[config.mk]
export PLATFORM = sky130hd
export DESIGN_NAME = ray_box_nearest_hit_flat
export DESIGN_NICKNAME = d
export VERILOG_FILES = /design/src/rbnh_pkg.sv /design/src/rbnh_box_if.sv /design/src/rbnh_hit_if.sv /design/src/rbnh_mul.sv /design/src/rbnh_divsqrt.sv /design/src/ray_box_nearest_hit.sv /design/src/flat_wrapper.sv
export SDC_FILE = /design/constraint.sdc
export NUM_CORES = 2
export LEC_CHECK = 0
export BUFFER_PORTS_ARGS = -buffer_cell sky130_fd_sc_hd__buf_2
export CORE_MARGIN = 2
export CORE_UTILIZATION = 50
export CTS_BUF_LIST = sky130_fd_sc_hd__clkbuf_16
export CTS_CLUSTER_SIZE = 10
export DETAILED_ROUTE_END_ITERATION = 10
export HOLD_SLACK_MARGIN = 0.03
export PLACE_DENSITY = 0.71
export SYNTH_ARGS = -nofsm -noshare
export SYNTH_HDL_FRONTEND = slang
export SYNTH_SLANG_ARGS = --single-unit
[constraint.sdc]
create_clock -name i_clk -period 12.09 [get_ports i_clk]
set_input_delay 2.418 -clock i_clk [delete_from_list [all_inputs] [get_ports i_clk]]
set_output_delay 2.418 -clock i_clk [all_outputs]
set_load 0.02 [all_outputs]
[src/rbnh_pkg.sv]
`timescale 1ns / 1ps
package rbnh_pkg;

    localparam int CFG_IDX_W  = 3;
    localparam int CFG_DATA_W = 32;
    localparam int MUL_A_W    = 33;
    localparam int MUL_B_W    = 17;
    localparam int PROD_W     = MUL_A_W + MUL_B_W;
    localparam int T_W        = 52;
    localparam int DS_NUM_W   = 64;
    localparam int DS_DEN_W   = 32;
    localparam int DS_RES_W   = 48;
    localparam int DS_REM_W   = 36;

    typedef enum logic [CFG_IDX_W-1:0] {
        REG_START_X   = 3'd0,
        REG_START_Y   = 3'd1,
        REG_DIR_X     = 3'd2,
        REG_DIR_Y     = 3'd3,
        REG_LENGTH    = 3'd4,
        REG_LAYER_SEL = 3'd5,
        REG_IGNORED   = 3'd6,
        REG_TRIGGERS  = 3'd7
    } t_cfg_reg;

    // request to the shared divide / square-root unit
    typedef struct packed {
        logic                start;
        logic                is_sqrt;
        logic [DS_NUM_W-1:0] num;
        logic [DS_DEN_W-1:0] den;
    } t_ds_req;

    typedef struct packed {
        logic                done;
        logic [DS_RES_W-1:0] res;
    } t_ds_rsp;

endpackage

[src/rbnh_box_if.sv]
`timescale 1ns / 1ps
interface rbnh_box_if;
    logic              valid;
    logic              ready;
    logic signed [31:0] box_min_x;
    logic signed [31:0] box_min_y;
    logic signed [31:0] box_max_x;
    logic signed [31:0] box_max_y;
    logic [31:0]       box_entity;
    logic [4:0]        box_layer;
    logic              box_is_trigger;
    logic              last_box;

    modport source (
        output valid, box_min_x, box_min_y, box_max_x, box_max_y, box_entity,
               box_layer, box_is_trigger, last_box,
        input  ready
    );
    modport sink (
        input  valid, box_min_x, box_min_y, box_max_x, box_max_y, box_entity,
               box_layer, box_is_trigger, last_box,
        output ready
    );
endinterface

[src/rbnh_hit_if.sv]
`timescale 1ns / 1ps
interface rbnh_hit_if;
    logic              valid;
    logic              ready;
    logic              hit_found;
    logic [30:0]       hit_distance;
    logic signed [31:0] hit_point_x;
    logic signed [31:0] hit_point_y;
    logic signed [1:0] hit_normal_x;
    logic signed [1:0] hit_normal_y;
    logic [31:0]       hit_entity;

    modport source (
        output valid, hit_found, hit_distance, hit_point_x, hit_point_y,
               hit_normal_x, hit_normal_y, hit_entity,
        input  ready
    );
    modport sink (
        input  valid, hit_found, hit_distance, hit_point_x, hit_point_y,
               hit_normal_x, hit_normal_y, hit_entity,
        output ready
    );
endinterface

[src/rbnh_mul.sv]
`timescale 1ns / 1ps
module rbnh_mul import rbnh_pkg::*; (
    input  logic               i_clk,
    input  logic [MUL_A_W-1:0] i_a,
    input  logic [MUL_B_W-1:0] i_b,
    output logic [PROD_W-1:0]  o_prod
);

    logic [PROD_W-1:0] r_prod;

    // register the unsigned product
    always_ff @(posedge i_clk) begin
        r_prod <= PROD_W'(i_a) * PROD_W'(i_b);
    end

    assign o_prod = r_prod;

endmodule

[src/rbnh_divsqrt.sv]
`timescale 1ns / 1ps
module rbnh_divsqrt import rbnh_pkg::*; (
    input  logic    i_clk,
    input  logic    i_rst_n,
    input  t_ds_req i_req,
    output t_ds_rsp o_rsp
);

    logic                r_busy;
    logic                r_done;
    logic                r_sqrt;
    logic [DS_NUM_W-1:0] r_num;
    logic [DS_REM_W-1:0] r_rem;
    logic [DS_RES_W-1:0] r_res;
    logic [DS_DEN_W-1:0] r_den;
    logic [5:0]          r_cnt;

    logic [DS_REM_W-1:0] w_rem_sh;
    logic [DS_REM_W-1:0] w_trial;
    logic                w_take;

    // one restoring step: two radicand bits for the root, one dividend bit for the quotient
    always_comb begin
        if (r_sqrt) begin
            w_rem_sh = {r_rem[DS_REM_W-3:0], r_num[DS_NUM_W-1 -: 2]};
            w_trial  = {2'b00, r_res[31:0], 2'b01};
        end else begin
            w_rem_sh = {r_rem[DS_REM_W-2:0], r_num[DS_NUM_W-1]};
            w_trial  = {4'b0000, r_den};
        end
        w_take = (w_rem_sh >= w_trial);
    end

    always_ff @(posedge i_clk) begin
        if (!i_rst_n) begin
            r_busy <= 1'b0;
            r_done <= 1'b0;
        end else begin
            r_done <= 1'b0;
            if (i_req.start) begin
                r_busy <= 1'b1;
                r_sqrt <= i_req.is_sqrt;
                r_num  <= i_req.num;
                r_den  <= i_req.den;
                r_rem  <= '0;
                r_res  <= '0;
                r_cnt  <= i_req.is_sqrt ? 6'd31 : 6'd47;
            end else if (r_busy) begin
                r_rem <= w_take ? (w_rem_sh - w_trial) : w_rem_sh;
                r_res <= {r_res[DS_RES_W-2:0], w_take};
                r_num <= r_sqrt ? {r_num[DS_NUM_W-3:0], 2'b00} : {r_num[DS_NUM_W-2:0], 1'b0};
                r_cnt <= r_cnt - 6'd1;
                if (r_cnt == 6'd0) begin
                    r_busy <= 1'b0;
                    r_done <= 1'b1;
                end
            end
        end
    end

    assign o_rsp.done = r_done;
    assign o_rsp.res  = r_res;

endmodule

[src/ray_box_nearest_hit.sv]
`timescale 1ns / 1ps
// Nearest hit of a 2D ray against a stream of boxes, Q16.16 fixed point. The block takes
// one box at a time and is not ready while it works on it. A box that the filters skip is
// not tested. A tested box picks each axis in turn; for an axis with a nonzero direction
// it makes 4 passes of the shared 33x17 multiplier, forms both slab parameters and
// narrows the interval; if it stays open it compares the entry distance with the kept
// hit. The last box of a query forms the hit point through the same multiplier (not on
// a miss) and loads the output register, waiting while an earlier result is still there.
// The first box after reset or after a direction write also normalizes the direction:
// it squares the length through the multiplier, then runs a 32-step square root and,
// unless the length is zero, four 48-step divisions on the shared serial divide unit.
// A result waits in the output register while the next box is taken.
module ray_box_nearest_hit import rbnh_pkg::*; (
    input  logic                  i_clk,
    input  logic                  i_rst_n,
    input  logic                  i_cfg_we,
    input  logic [CFG_IDX_W-1:0]  i_cfg_idx,
    input  logic [CFG_DATA_W-1:0] i_cfg_data,
    rbnh_box_if.sink              i_box,
    rbnh_hit_if.source            o_hit
);

    typedef enum logic [4:0] {
        S_IDLE, S_SQ0, S_SQ1, S_SQ2, S_SQ3, S_SQ4, S_SQRT, S_DIVX, S_DIVY,
        S_RCPX, S_RCPY, S_FILT, S_AXIS, S_T1L, S_T1H, S_T2L, S_T2H, S_T2,
        S_UPD, S_KEEP, S_BEND, S_PX, S_PY, S_PYC, S_EMIT
    } t_state;

    // configuration
    logic signed [31:0] r_start_x, r_start_y, r_dir_x, r_dir_y;
    logic [30:0]        r_len;
    logic [31:0]        r_layer_sel, r_ignored;
    logic               r_acc_trig;

    // latched box
    logic signed [31:0] r_bx_lo_x, r_bx_lo_y, r_bx_hi_x, r_bx_hi_y;
    logic [31:0]        r_bx_ent;
    logic [4:0]         r_bx_layer;
    logic               r_bx_trig, r_bx_last;

    // sequencer state
    t_state             r_state;
    logic               r_qready;
    logic [16:0]        r_ux_mag, r_uy_mag;
    logic               r_ux_neg, r_uy_neg;
    logic [32:0]        r_rx_mag, r_ry_mag;
    logic [63:0]        r_acc;
    logic [32:0]        r_tacc;
    logic signed [T_W-1:0] r_t1, r_t2, r_tmin, r_tmax;
    logic               r_axis;
    logic signed [1:0]  r_nx, r_ny;
    logic               r_best_valid;
    logic [30:0]        r_best_dist;
    logic signed [1:0]  r_best_nx, r_best_ny;
    logic [31:0]        r_best_ent;
    logic signed [31:0] r_px, r_py;
    logic               r_ds_start, r_ds_sqrt;
    logic [DS_NUM_W-1:0] r_ds_num;
    logic [DS_DEN_W-1:0] r_ds_den;

    // output register
    logic               r_ov, r_o_found;
    logic [30:0]        r_o_dist;
    logic signed [31:0] r_o_px, r_o_py;
    logic signed [1:0]  r_o_nx, r_o_ny;
    logic [31:0]        r_o_ent;

    t_ds_req            w_ds_req;
    t_ds_rsp            w_ds_rsp;
    logic [MUL_A_W-1:0] w_mul_a;
    logic [MUL_B_W-1:0] w_mul_b;
    logic [PROD_W-1:0]  w_prod;

    logic [31:0]        w_mx, w_my;
    logic signed [31:0] w_s, w_lo, w_hi;
    logic signed [32:0] w_dlo, w_dhi;
    logic [32:0]        w_dlo_mag, w_dhi_mag;
    logic [16:0]        w_umag;
    logic               w_uneg;
    logic [32:0]        w_rmag;
    logic [50:0]        w_tsum;
    logic signed [T_W-1:0] w_tval;
    logic               w_tneg;
    logic signed [T_W-1:0] w_tlo, w_thi, w_nmin, w_nmax;
    logic               w_tmin_upd;
    logic [63:0]        w_sq_sum;
    logic               w_pass;
    logic [30:0]        w_cmp;
    logic signed [31:0] w_pt_s;
    logic               w_pt_neg;
    logic [33:0]        w_pt_mag;
    logic signed [33:0] w_pt_v;
    logic signed [31:0] w_pt_sat;

    assign w_ds_req = '{start: r_ds_start, is_sqrt: r_ds_sqrt, num: r_ds_num, den: r_ds_den};

    rbnh_mul u_mul (
        .i_clk  (i_clk),
        .i_a    (w_mul_a),
        .i_b    (w_mul_b),
        .o_prod (w_prod)
    );

    rbnh_divsqrt u_divsqrt (
        .i_clk   (i_clk),
        .i_rst_n (i_rst_n),
        .i_req   (w_ds_req),
        .o_rsp   (w_ds_rsp)
    );

    // direction magnitudes and the current axis of the slab test
    always_comb begin
        w_mx      = r_dir_x[31] ? (~r_dir_x + 32'd1) : r_dir_x;
        w_my      = r_dir_y[31] ? (~r_dir_y + 32'd1) : r_dir_y;
        w_s       = r_axis ? r_start_y : r_start_x;
        w_lo      = r_axis ? r_bx_lo_y : r_bx_lo_x;
        w_hi      = r_axis ? r_bx_hi_y : r_bx_hi_x;
        w_umag    = r_axis ? r_uy_mag : r_ux_mag;
        w_uneg    = r_axis ? r_uy_neg : r_ux_neg;
        w_rmag    = r_axis ? r_ry_mag : r_rx_mag;
        w_dlo     = {w_lo[31], w_lo} - {w_s[31], w_s};
        w_dhi     = {w_hi[31], w_hi} - {w_s[31], w_s};
        w_dlo_mag = w_dlo[32] ? (~w_dlo + 33'd1) : w_dlo;
        w_dhi_mag = w_dhi[32] ? (~w_dhi + 33'd1) : w_dhi;
    end

    // slab parameter: high partial plus low partial shifted down, then signed
    always_comb begin
        w_tsum = 51'(r_tacc) + 51'(w_prod);
        w_tneg = ((r_state == S_T2L) ? w_dlo[32] : w_dhi[32]) ^ w_uneg;
        w_tval = w_tneg ? -$signed({1'b0, w_tsum}) : $signed({1'b0, w_tsum});
    end

    // interval update of the current axis
    always_comb begin
        w_tlo      = (r_t1 > r_t2) ? r_t2 : r_t1;
        w_thi      = (r_t1 > r_t2) ? r_t1 : r_t2;
        w_tmin_upd = (w_tlo > r_tmin);
        w_nmin     = w_tmin_upd ? w_tlo : r_tmin;
        w_nmax     = (w_thi < r_tmax) ? w_thi : r_tmax;
    end

    // shared multiplier operands
    always_comb begin
        case (r_state)
            S_SQ0: begin w_mul_a = {1'b0, w_mx}; w_mul_b = {1'b0, w_mx[15:0]}; end
            S_SQ1: begin w_mul_a = {1'b0, w_mx}; w_mul_b = {1'b0, w_mx[31:16]}; end
            S_SQ2: begin w_mul_a = {1'b0, w_my}; w_mul_b = {1'b0, w_my[15:0]}; end
            S_SQ3: begin w_mul_a = {1'b0, w_my}; w_mul_b = {1'b0, w_my[31:16]}; end
            S_T1L: begin w_mul_a = w_dlo_mag; w_mul_b = {1'b0, w_rmag[15:0]}; end
            S_T1H: begin w_mul_a = w_dlo_mag; w_mul_b = w_rmag[32:16]; end
            S_T2L: begin w_mul_a = w_dhi_mag; w_mul_b = {1'b0, w_rmag[15:0]}; end
            S_T2H: begin w_mul_a = w_dhi_mag; w_mul_b = w_rmag[32:16]; end
            S_PX:  begin w_mul_a = {2'b00, r_best_dist}; w_mul_b = r_ux_mag; end
            S_PY:  begin w_mul_a = {2'b00, r_best_dist}; w_mul_b = r_uy_mag; end
            default: begin w_mul_a = '0; w_mul_b = '0; end
        endcase
    end

    // filters, best compare, hit point with saturation
    always_comb begin
        w_sq_sum = r_acc + 64'({w_prod, 16'h0000});
        w_pass   = (r_bx_ent != r_ignored) && !(r_bx_trig && !r_acc_trig) &&
                   r_layer_sel[r_bx_layer];
        w_cmp    = r_best_valid ? r_best_dist : r_len;
        w_pt_s   = (r_state == S_PY) ? r_start_x : r_start_y;
        w_pt_neg = (r_state == S_PY) ? r_ux_neg : r_uy_neg;
        w_pt_mag = w_prod[PROD_W-1:16];
        w_pt_v   = {{2{w_pt_s[31]}}, w_pt_s} +
                   (w_pt_neg ? -$signed(w_pt_mag) : $signed(w_pt_mag));
        if (!w_pt_v[33] && (w_pt_v[32:31] != 2'b00)) begin
            w_pt_sat = 32'sh7FFF_FFFF;
        end else if (w_pt_v[33] && (w_pt_v[32:31] != 2'b11)) begin
            w_pt_sat = 32'sh8000_0000;
        end else begin
            w_pt_sat = w_pt_v[31:0];
        end
    end

    // configuration registers
    always_ff @(posedge i_clk) begin
        if (!i_rst_n) begin
            r_start_x   <= '0;
            r_start_y   <= '0;
            r_dir_x     <= 32'sh0001_0000;
            r_dir_y     <= '0;
            r_len       <= '0;
            r_layer_sel <= '1;
            r_ignored   <= '0;
            r_acc_trig  <= 1'b0;
        end else if (i_cfg_we) begin
            case (t_cfg_reg'(i_cfg_idx))
                REG_START_X:   r_start_x   <= i_cfg_data;
                REG_START_Y:   r_start_y   <= i_cfg_data;
                REG_DIR_X:     r_dir_x     <= i_cfg_data;
                REG_DIR_Y:     r_dir_y     <= i_cfg_data;
                REG_LENGTH:    r_len       <= i_cfg_data[30:0];
                REG_LAYER_SEL: r_layer_sel <= i_cfg_data;
                REG_IGNORED:   r_ignored   <= i_cfg_data;
                REG_TRIGGERS:  r_acc_trig  <= i_cfg_data[0];
                default: ;
            endcase
        end
    end

    // sequencer
    always_ff @(posedge i_clk) begin
        if (!i_rst_n) begin
            r_state      <= S_IDLE;
            r_qready     <= 1'b0;
            r_best_valid <= 1'b0;
            r_best_dist  <= '0;
            r_best_nx    <= '0;
            r_best_ny    <= '0;
            r_best_ent   <= '0;
            r_ov         <= 1'b0;
            r_ds_start   <= 1'b0;
        end else begin
            // pulse the divide unit at each hand-off of the normalization chain
            r_ds_start <= (r_state == S_SQ4) ||
                          (w_ds_rsp.done &&
                           (((r_state == S_SQRT) && (w_ds_rsp.res[31:0] != 32'd0)) ||
                            (r_state == S_DIVX) || (r_state == S_DIVY) ||
                            (r_state == S_RCPX)));
            if (o_hit.valid && o_hit.ready && (r_state != S_EMIT)) begin
                r_ov <= 1'b0;
            end
            if (i_cfg_we && ((i_cfg_idx == REG_DIR_X) || (i_cfg_idx == REG_DIR_Y))) begin
                r_qready <= 1'b0;
            end
            case (r_state)
                S_IDLE: begin
                    if (i_box.valid) begin
                        r_bx_lo_x  <= i_box.box_min_x;
                        r_bx_lo_y  <= i_box.box_min_y;
                        r_bx_hi_x  <= i_box.box_max_x;
                        r_bx_hi_y  <= i_box.box_max_y;
                        r_bx_ent   <= i_box.box_entity;
                        r_bx_layer <= i_box.box_layer;
                        r_bx_trig  <= i_box.box_is_trigger;
                        r_bx_last  <= i_box.last_box;
                        r_state    <= r_qready ? S_FILT : S_SQ0;
                    end
                end
                S_SQ0: r_state <= S_SQ1;
                S_SQ1: begin
                    r_acc   <= 64'(w_prod);
                    r_state <= S_SQ2;
                end
                S_SQ2: begin
                    r_acc   <= w_sq_sum;
                    r_state <= S_SQ3;
                end
                S_SQ3: begin
                    r_acc   <= r_acc + 64'(w_prod);
                    r_state <= S_SQ4;
                end
                S_SQ4: begin
                    r_ds_sqrt  <= 1'b1;
                    r_ds_num   <= w_sq_sum;
                    r_state    <= S_SQRT;
                end
                S_SQRT: begin
                    if (w_ds_rsp.done) begin
                        r_ds_den <= w_ds_rsp.res[31:0];
                        if (w_ds_rsp.res[31:0] == 32'd0) begin
                            r_ux_mag <= '0;
                            r_uy_mag <= '0;
                            r_ux_neg <= 1'b0;
                            r_uy_neg <= 1'b0;
                            r_rx_mag <= '0;
                            r_ry_mag <= '0;
                            r_qready <= 1'b1;
                            r_state  <= S_FILT;
                        end else begin
                            r_ds_sqrt  <= 1'b0;
                            r_ds_num   <= {w_mx, 32'h0};
                            r_state    <= S_DIVX;
                        end
                    end
                end
                S_DIVX: begin
                    if (w_ds_rsp.done) begin
                        r_ux_mag   <= w_ds_rsp.res[16:0];
                        r_ux_neg   <= r_dir_x[31];
                        r_ds_num   <= {w_my, 32'h0};
                        r_state    <= S_DIVY;
                    end
                end
                S_DIVY: begin
                    if (w_ds_rsp.done) begin
                        r_uy_mag   <= w_ds_rsp.res[16:0];
                        r_uy_neg   <= r_dir_y[31];
                        r_ds_num   <= {16'h0001, 48'h0};
                        r_ds_den   <= {15'h0, r_ux_mag};
                        r_state    <= S_RCPX;
                    end
                end
                S_RCPX: begin
                    if (w_ds_rsp.done) begin
                        r_rx_mag   <= (r_ux_mag == '0) ? '0 : w_ds_rsp.res[32:0];
                        r_ds_num   <= {16'h0001, 48'h0};
                        r_ds_den   <= {15'h0, r_uy_mag};
                        r_state    <= S_RCPY;
                    end
                end
                S_RCPY: begin
                    if (w_ds_rsp.done) begin
                        r_ry_mag <= (r_uy_mag == '0) ? '0 : w_ds_rsp.res[32:0];
                        r_qready <= 1'b1;
                        r_state  <= S_FILT;
                    end
                end
                S_FILT: begin
                    r_tmin  <= '0;
                    r_tmax  <= T_W'(r_len);
                    r_nx    <= '0;
                    r_ny    <= '0;
                    r_axis  <= 1'b0;
                    r_state <= w_pass ? S_AXIS : S_BEND;
                end
                S_AXIS: begin
                    if (w_umag != '0) begin
                        r_state <= S_T1L;
                    end else if ((w_s < w_lo) || (w_s > w_hi)) begin
                        r_state <= S_BEND;
                    end else if (!r_axis) begin
                        r_axis <= 1'b1;
                    end else begin
                        r_state <= S_KEEP;
                    end
                end
                S_T1L: r_state <= S_T1H;
                S_T1H: begin
                    r_tacc  <= w_prod[PROD_W-2:16];
                    r_state <= S_T2L;
                end
                S_T2L: begin
                    r_t1    <= w_tval;
                    r_state <= S_T2H;
                end
                S_T2H: begin
                    r_tacc  <= w_prod[PROD_W-2:16];
                    r_state <= S_T2;
                end
                S_T2: begin
                    r_t2    <= w_tval;
                    r_state <= S_UPD;
                end
                S_UPD: begin
                    r_tmin <= w_nmin;
                    r_tmax <= w_nmax;
                    if (w_tmin_upd) begin
                        if (!r_axis) begin
                            r_nx <= w_uneg ? 2'sd1 : -2'sd1;
                        end else begin
                            r_nx <= '0;
                            r_ny <= w_uneg ? 2'sd1 : -2'sd1;
                        end
                    end
                    if (w_nmin > w_nmax) begin
                        r_state <= S_BEND;
                    end else if (!r_axis) begin
                        r_axis  <= 1'b1;
                        r_state <= S_AXIS;
                    end else begin
                        r_state <= S_KEEP;
                    end
                end
                S_KEEP: begin
                    if (r_tmin < $signed(T_W'(w_cmp))) begin
                        r_best_valid <= 1'b1;
                        r_best_dist  <= r_tmin[30:0];
                        r_best_nx    <= r_nx;
                        r_best_ny    <= r_ny;
                        r_best_ent   <= r_bx_ent;
                    end
                    r_state <= S_BEND;
                end
                S_BEND: begin
                    if (!r_bx_last) begin
                        r_state <= S_IDLE;
                    end else if (r_best_valid) begin
                        r_state <= S_PX;
                    end else begin
                        r_px    <= '0;
                        r_py    <= '0;
                        r_state <= S_EMIT;
                    end
                end
                S_PX: r_state <= S_PY;
                S_PY: begin
                    r_px    <= w_pt_sat;
                    r_state <= S_PYC;
                end
                S_PYC: begin
                    r_py    <= w_pt_sat;
                    r_state <= S_EMIT;
                end
                S_EMIT: begin
                    // wait for the output register, then load it and clear the kept hit
                    if (!r_ov || o_hit.ready) begin
                        r_ov         <= 1'b1;
                        r_o_found    <= r_best_valid;
                        r_o_dist     <= r_best_valid ? r_best_dist : r_len;
                        r_o_px       <= r_px;
                        r_o_py       <= r_py;
                        r_o_nx       <= r_best_valid ? r_best_nx : 2'sd0;
                        r_o_ny       <= r_best_valid ? r_best_ny : 2'sd0;
                        r_o_ent      <= r_best_valid ? r_best_ent : 32'd0;
                        r_best_valid <= 1'b0;
                        r_best_dist  <= '0;
                        r_best_nx    <= '0;
                        r_best_ny    <= '0;
                        r_best_ent   <= '0;
                        r_state      <= S_IDLE;
                    end
                end
                default: r_state <= S_IDLE;
            endcase
        end
    end

    assign i_box.ready        = (r_state == S_IDLE);
    assign o_hit.valid        = r_ov;
    assign o_hit.hit_found    = r_o_found;
    assign o_hit.hit_distance = r_o_dist;
    assign o_hit.hit_point_x  = r_o_px;
    assign o_hit.hit_point_y  = r_o_py;
    assign o_hit.hit_normal_x = r_o_nx;
    assign o_hit.hit_normal_y = r_o_ny;
    assign o_hit.hit_entity   = r_o_ent;

    // divide unit answers only while the sequencer waits for it
    a_ds_done_wait: assert property (@(posedge i_clk) disable iff (!i_rst_n)
        w_ds_rsp.done |-> (r_state == S_SQRT) || (r_state == S_DIVX) ||
                          (r_state == S_DIVY) || (r_state == S_RCPX) || (r_state == S_RCPY))
        else $error("divide unit done outside a wait state");

    // a box taken with a normalized direction goes straight to filtering
    a_box_to_filt: assert property (@(posedge i_clk) disable iff (!i_rst_n)
        (i_box.valid && i_box.ready && r_qready && !i_cfg_we) |=> (r_state == S_FILT))
        else $error("box did not enter filtering");

    // loading a result clears the kept hit
    a_emit_clears: assert property (@(posedge i_clk) disable iff (!i_rst_n)
        ((r_state == S_EMIT) && !r_ov) |=> (r_ov && !r_best_valid))
        else $error("result not loaded or kept hit not cleared");

    // a miss carries no entity, point or normal
    a_miss_zero: assert property (@(posedge i_clk) disable iff (!i_rst_n)
        (r_ov && !r_o_found) |-> ((r_o_ent == 32'd0) && (r_o_px == 32'sd0) &&
                                  (r_o_py == 32'sd0) && (r_o_nx == 2'sd0) && (r_o_ny == 2'sd0)))
        else $error("miss result with nonzero fields");

endmodule
[src/flat_wrapper.sv]
// flat-port wrapper written by rule: the top's interface ports become plain ports
module ray_box_nearest_hit_flat import rbnh_pkg::*;
  (i_clk, i_rst_n, i_cfg_we, i_cfg_idx, i_cfg_data, i_box_valid, i_box_box_min_x, i_box_box_min_y, i_box_box_max_x, i_box_box_max_y, i_box_box_entity, i_box_box_layer, i_box_box_is_trigger, i_box_last_box, i_box_ready, o_hit_valid, o_hit_hit_found, o_hit_hit_distance, o_hit_hit_point_x, o_hit_hit_point_y, o_hit_hit_normal_x, o_hit_hit_normal_y, o_hit_hit_entity, o_hit_ready);
  rbnh_box_if i_box_i ();
  rbnh_hit_if o_hit_i ();
  input  logic i_clk;
  input  logic i_rst_n;
  input  logic i_cfg_we;
  input  logic [CFG_IDX_W-1:0] i_cfg_idx;
  input  logic [CFG_DATA_W-1:0] i_cfg_data;
  input wire logic [$bits(i_box_i.valid)-1:0] i_box_valid;
  input wire logic [$bits(i_box_i.box_min_x)-1:0] i_box_box_min_x;
  input wire logic [$bits(i_box_i.box_min_y)-1:0] i_box_box_min_y;
  input wire logic [$bits(i_box_i.box_max_x)-1:0] i_box_box_max_x;
  input wire logic [$bits(i_box_i.box_max_y)-1:0] i_box_box_max_y;
  input wire logic [$bits(i_box_i.box_entity)-1:0] i_box_box_entity;
  input wire logic [$bits(i_box_i.box_layer)-1:0] i_box_box_layer;
  input wire logic [$bits(i_box_i.box_is_trigger)-1:0] i_box_box_is_trigger;
  input wire logic [$bits(i_box_i.last_box)-1:0] i_box_last_box;
  output wire logic [$bits(i_box_i.ready)-1:0] i_box_ready;
  output wire logic [$bits(o_hit_i.valid)-1:0] o_hit_valid;
  output wire logic [$bits(o_hit_i.hit_found)-1:0] o_hit_hit_found;
  output wire logic [$bits(o_hit_i.hit_distance)-1:0] o_hit_hit_distance;
  output wire logic [$bits(o_hit_i.hit_point_x)-1:0] o_hit_hit_point_x;
  output wire logic [$bits(o_hit_i.hit_point_y)-1:0] o_hit_hit_point_y;
  output wire logic [$bits(o_hit_i.hit_normal_x)-1:0] o_hit_hit_normal_x;
  output wire logic [$bits(o_hit_i.hit_normal_y)-1:0] o_hit_hit_normal_y;
  output wire logic [$bits(o_hit_i.hit_entity)-1:0] o_hit_hit_entity;
  input wire logic [$bits(o_hit_i.ready)-1:0] o_hit_ready;
  assign i_box_i.valid = i_box_valid;
  assign i_box_i.box_min_x = i_box_box_min_x;
  assign i_box_i.box_min_y = i_box_box_min_y;
  assign i_box_i.box_max_x = i_box_box_max_x;
  assign i_box_i.box_max_y = i_box_box_max_y;
  assign i_box_i.box_entity = i_box_box_entity;
  assign i_box_i.box_layer = i_box_box_layer;
  assign i_box_i.box_is_trigger = i_box_box_is_trigger;
  assign i_box_i.last_box = i_box_last_box;
  assign i_box_ready = i_box_i.ready;
  assign o_hit_valid = o_hit_i.valid;
  assign o_hit_hit_found = o_hit_i.hit_found;
  assign o_hit_hit_distance = o_hit_i.hit_distance;
  assign o_hit_hit_point_x = o_hit_i.hit_point_x;
  assign o_hit_hit_point_y = o_hit_i.hit_point_y;
  assign o_hit_hit_normal_x = o_hit_i.hit_normal_x;
  assign o_hit_hit_normal_y = o_hit_i.hit_normal_y;
  assign o_hit_hit_entity = o_hit_i.hit_entity;
  assign o_hit_i.ready = o_hit_ready;
  ray_box_nearest_hit u_core (.i_clk(i_clk), .i_rst_n(i_rst_n), .i_cfg_we(i_cfg_we), .i_cfg_idx(i_cfg_idx), .i_cfg_data(i_cfg_data), .i_box(i_box_i), .o_hit(o_hit_i));
endmodule
==> results by group <==
Status
  – Run status: complete, no violations

Final layout
  – Fin nets: 12100
  – Synth-to-layout area growth: 10.6%
  – Layout cell share with drive strength beyond 1: 10.9%
  – Post-Layout Cell Count: around 14000
  – Final instance area: about 110000 um2
  – Final Core Density: between 50% and 60%

GRT
  – Initial antenna violation count: 41
  – GR Util met2: 54.9%
  – All-Layer GR Usage: 35.6%
  – Largest net degree at the start of global routing: between 100 and 150
  – First-pass GRT wire length: 544000 um
  – GRT met3 Usage: under 10%
  – Vias in the first global route: 82500
  – Grt total ovfl: 0
  – Met1 usage: ~46%
  – GRT Max-Usage Layer: met2

Floorplanning
  – Die Span Y: between 400 and 500 um
  – Core Region: between 200000 and 250000 um2
  – Initial Util: about half
  – Row cnt: 165
  – Die X-Extent: 455 um
  – Die area: a little over 200000 um2
  – I/O Pins: between 300 and 400

STA
  – Achievable Freq: 86.3 MHz
  – Min Tclk post-route: ~12 ns
  – Final Max Tran Viols: 0
  – Final setup viols: 0
  – Max-slew headroom: 5.84%
  – Worst Tran Pin Value: 1.41 ns
  – Final worst path period share: a little over nine tenths
  – Final Hold Vio Count: 0
  – Worst Slack Setup Final: a little over 0.5 ns
  – Fin Hold WS: around 0.4 ns
  – RSZ-0062 raised after global routing: false
  – Fin Setup TNS: 0 ns
  – Worst clock skew: between 0.09 and 0.1 ns

Synth
  – Post-synth EDFFs: between 1000 and 1500
  – Main synth FF type: edfxtp_1
  – Syn Inst Count: ~11000
  – Number of distinct library cells after synthesis: ~120
  – Syn nets: 11900
  – Avg Synthesized Cell Area: between 9 and 10 um2
  – Sequential element share of the synthesized area: ~38%
  – Seq cells post-synth: approximately 1400
  – Yosys warns: 0
  – Mapped cell area: ~100000 um2
  – FFs w/ async S/R, synth: 0%

Clocking
  – TritonCTS Sinks: ~1400
  – CTS tree: done
  – Max Root-Sink Buffers: 3
  – CTS Hold Bufs: 0
  – Clk root buf: clkbuf_16
  – CTS HTree Levels: 4
  – CTS clock-pin slew for the worst setup and hold paths: roughly 0.06 ns
  – Worst skew pair latency: roughly 0.86 ns
  – Cts bufs inserted: ~170

Place
  – Placed inst area: ~110000 um2
  – Routability cong.: roughly 1.0
  – IO buf count: 340
  – DP Cell Count: ~13000
  – DP HPWL: about 280000 um
  – Pre-CTS setup slack: -0.0244 ns

Critical path
  – Crit Path Max Fanout: 35
  – Reg2reg setup slack: about 0.51 ns
  – Slowest cell delay on critical path: roughly 0.6 ns
  – Most frequent CP cell: fa_1
  – Critical path class: reg2reg
  – Worst Path Required: 12.77 ns
  – Worst R2R Path Depth: 37
  – CP endpoint kind: flop
  – R2R Path Start: u_core.r_axis
  – Crit-path slowest cell: fa_1
  – Startpoint Class: flop
  – RR Endpoint: u_core.u_mul.o_prod[47]
  – Arrival time at the worst endpoint: roughly 12 ns

Routing
  – Mean number of vias per cell: roughly 6.3
  – # DRC: 0
  – Final Routed Wirelength: 376000 um
  – Vias: ~85000
  – Antenna-violating nets left: 0
  – Drt wl/cell: about 28 um
  – Drt pass-1 iters: 8
  – Initial DRC count: between 10000 and 15000

Power and ir drop
  – Tot Pwr: around 15 mW
  – Peak supply drop: between 0.0001 and 0.00015 V
  – Power Density: around 140 nW/um2
  – P_leak: 46.8 nW

Worst hold path
  – Hold Crit Class: reg2reg
  – Hold EP: u_core.u_divsqrt.r_den[1]
  – WHS Path Cells: 0
  – HP Start: u_core.r_ds_den[1]

Run
  – Number of max-cap violations: 0
## where the power goes
group	switching (mW)	internal (mW)	leakage [nW]
clock	2.13	2.66	2.80
combinational	3.02	1.42	32.0
sequential	0.265	5.70	12.1
total	5.42	9.77	46.8
## metal layers
| layer | up-vias | wire (um) |
|---|---|---|
| li1 | 37800 | - |
| met1 | 41800 | 147000 |
| met2 | 4470 | 165000 |
| met3 | 1088 | 36600 |
| met4 | 22 | 27600 |
| met5 | - | 143 |
## final cells by class
cell class	count	area (um2)
multi-input combinational	7769	58400
fill	17600	89700
inverter	848	3190
tap	2672	3340
sequential	1395	38400
antenna	11	27.5
clock buffer	169	4230
clock inverter	123	985
timing repair buffer	612	3820
## worst max path at each step
stage                             start                       to  slack [ns]  cells after the start
after floorplan           u_core.r_axis  u_core.u_mul.o_prod[48]        0.63                     42
after global placement    u_core.r_axis  u_core.u_mul.o_prod[47]        0.02                     36
after detailed placement  u_core.r_axis  u_core.u_mul.o_prod[47]       -0.02                     39
after CTS                 u_core.r_axis  u_core.u_mul.o_prod[47]         0.1                     39
after global routing      u_core.r_axis  u_core.u_mul.o_prod[47]        0.01                     37
final                     u_core.r_axis  u_core.u_mul.o_prod[47]        0.51                     37
## placed cells by master, fill, tap and decap left out, types with 89 or more instances in the layout
cell type and count:
o21ai_0 582, xor2_1 231, nor2_1 422, nand2_1 1515
nor3_1 120, buf_4 266, mux2_2 205, inv_1 920
edfxtp_1 1043, clkbuf_16 170, buf_2 339, a21o_1 247
o31ai_1 106, and2_1 384, fa_1 471, ha_1 631
xnor2_1 260, nand3_1 170, mux2i_1 258, nand4_1 183
a21oi_1 611, dfxtp_1 349, nor2b_1 89
## kinds of logic (layout without fill, tap and decap cells)
family	Yosys count	count (layout)	share of synthesized area, %
AOI/OAI and AO/OA	2378	2378	15.1
xor gates and xnor gates	493	493	4.25
adders and majority gates	1102	1102	17.0
buffers and inverters	1386	1752	5.19
DFF	1395	1395	37.7
muxes	482	482	5.12
other	0	11	0
and+or+nand+nor	3314	3314	15.5
## synthesized netlist by cell type (107+ instances only)
library cell  number  area [um2]
nand2_1         1519        5700
edfxtp_1        1043       31300
inv_1            846        3180
ha_1             631        7900
a21oi_1          617        3090
o21ai_0          584        2920
fa_1             471        9430
clkbuf_1         452        1700
nor2_1           433        1630
and2_1           385        2410
dfxtp_1          352        7050
mux2i_1          266        2660
xnor2_1          261        2290
a21o_1           247        1850
xor2_1           232        2030
mux2_2           205        2310
nand4_1          183        1140
nand3_1          172         861
nor3_1           127         636
o31ai_1          107         803
## worst max-delay path, delay by kind of cell, from the launching register on
family / cells / cell delay, ns
AO/OA/AOI/OAI: 17 / 4.90
adder cells (fa/ha/maj): 8 / 3.93
buffers and inverters: 7 / 0.96
multiplexers: 1 / 0.58
flip-flops: 1 / 0.39
XOR/XNOR: 2 / 0.38
AND/OR/NAND/NOR: 2 / 0.25
## state kept, by name (all words and copies together) (netlist names), 50 cells and up
name	count
u_core.r_ds_num	64
u_core.r_tmin	52
u_core.r_t1	52
u_core.r_acc	64
u_core.u_mul.o_prod	50
u_core.u_divsqrt.r_num	64
u_core.r_tmax	52
u_core.r_t2	52
## timing repair
item                       CTS  global route
buffers inserted             0             4
cloned                       0             1
setup endpoints to repair    1            12
resized for setup            1            23
hold endpoints to repair     0             0
Power figures use the tool's default switching activity.
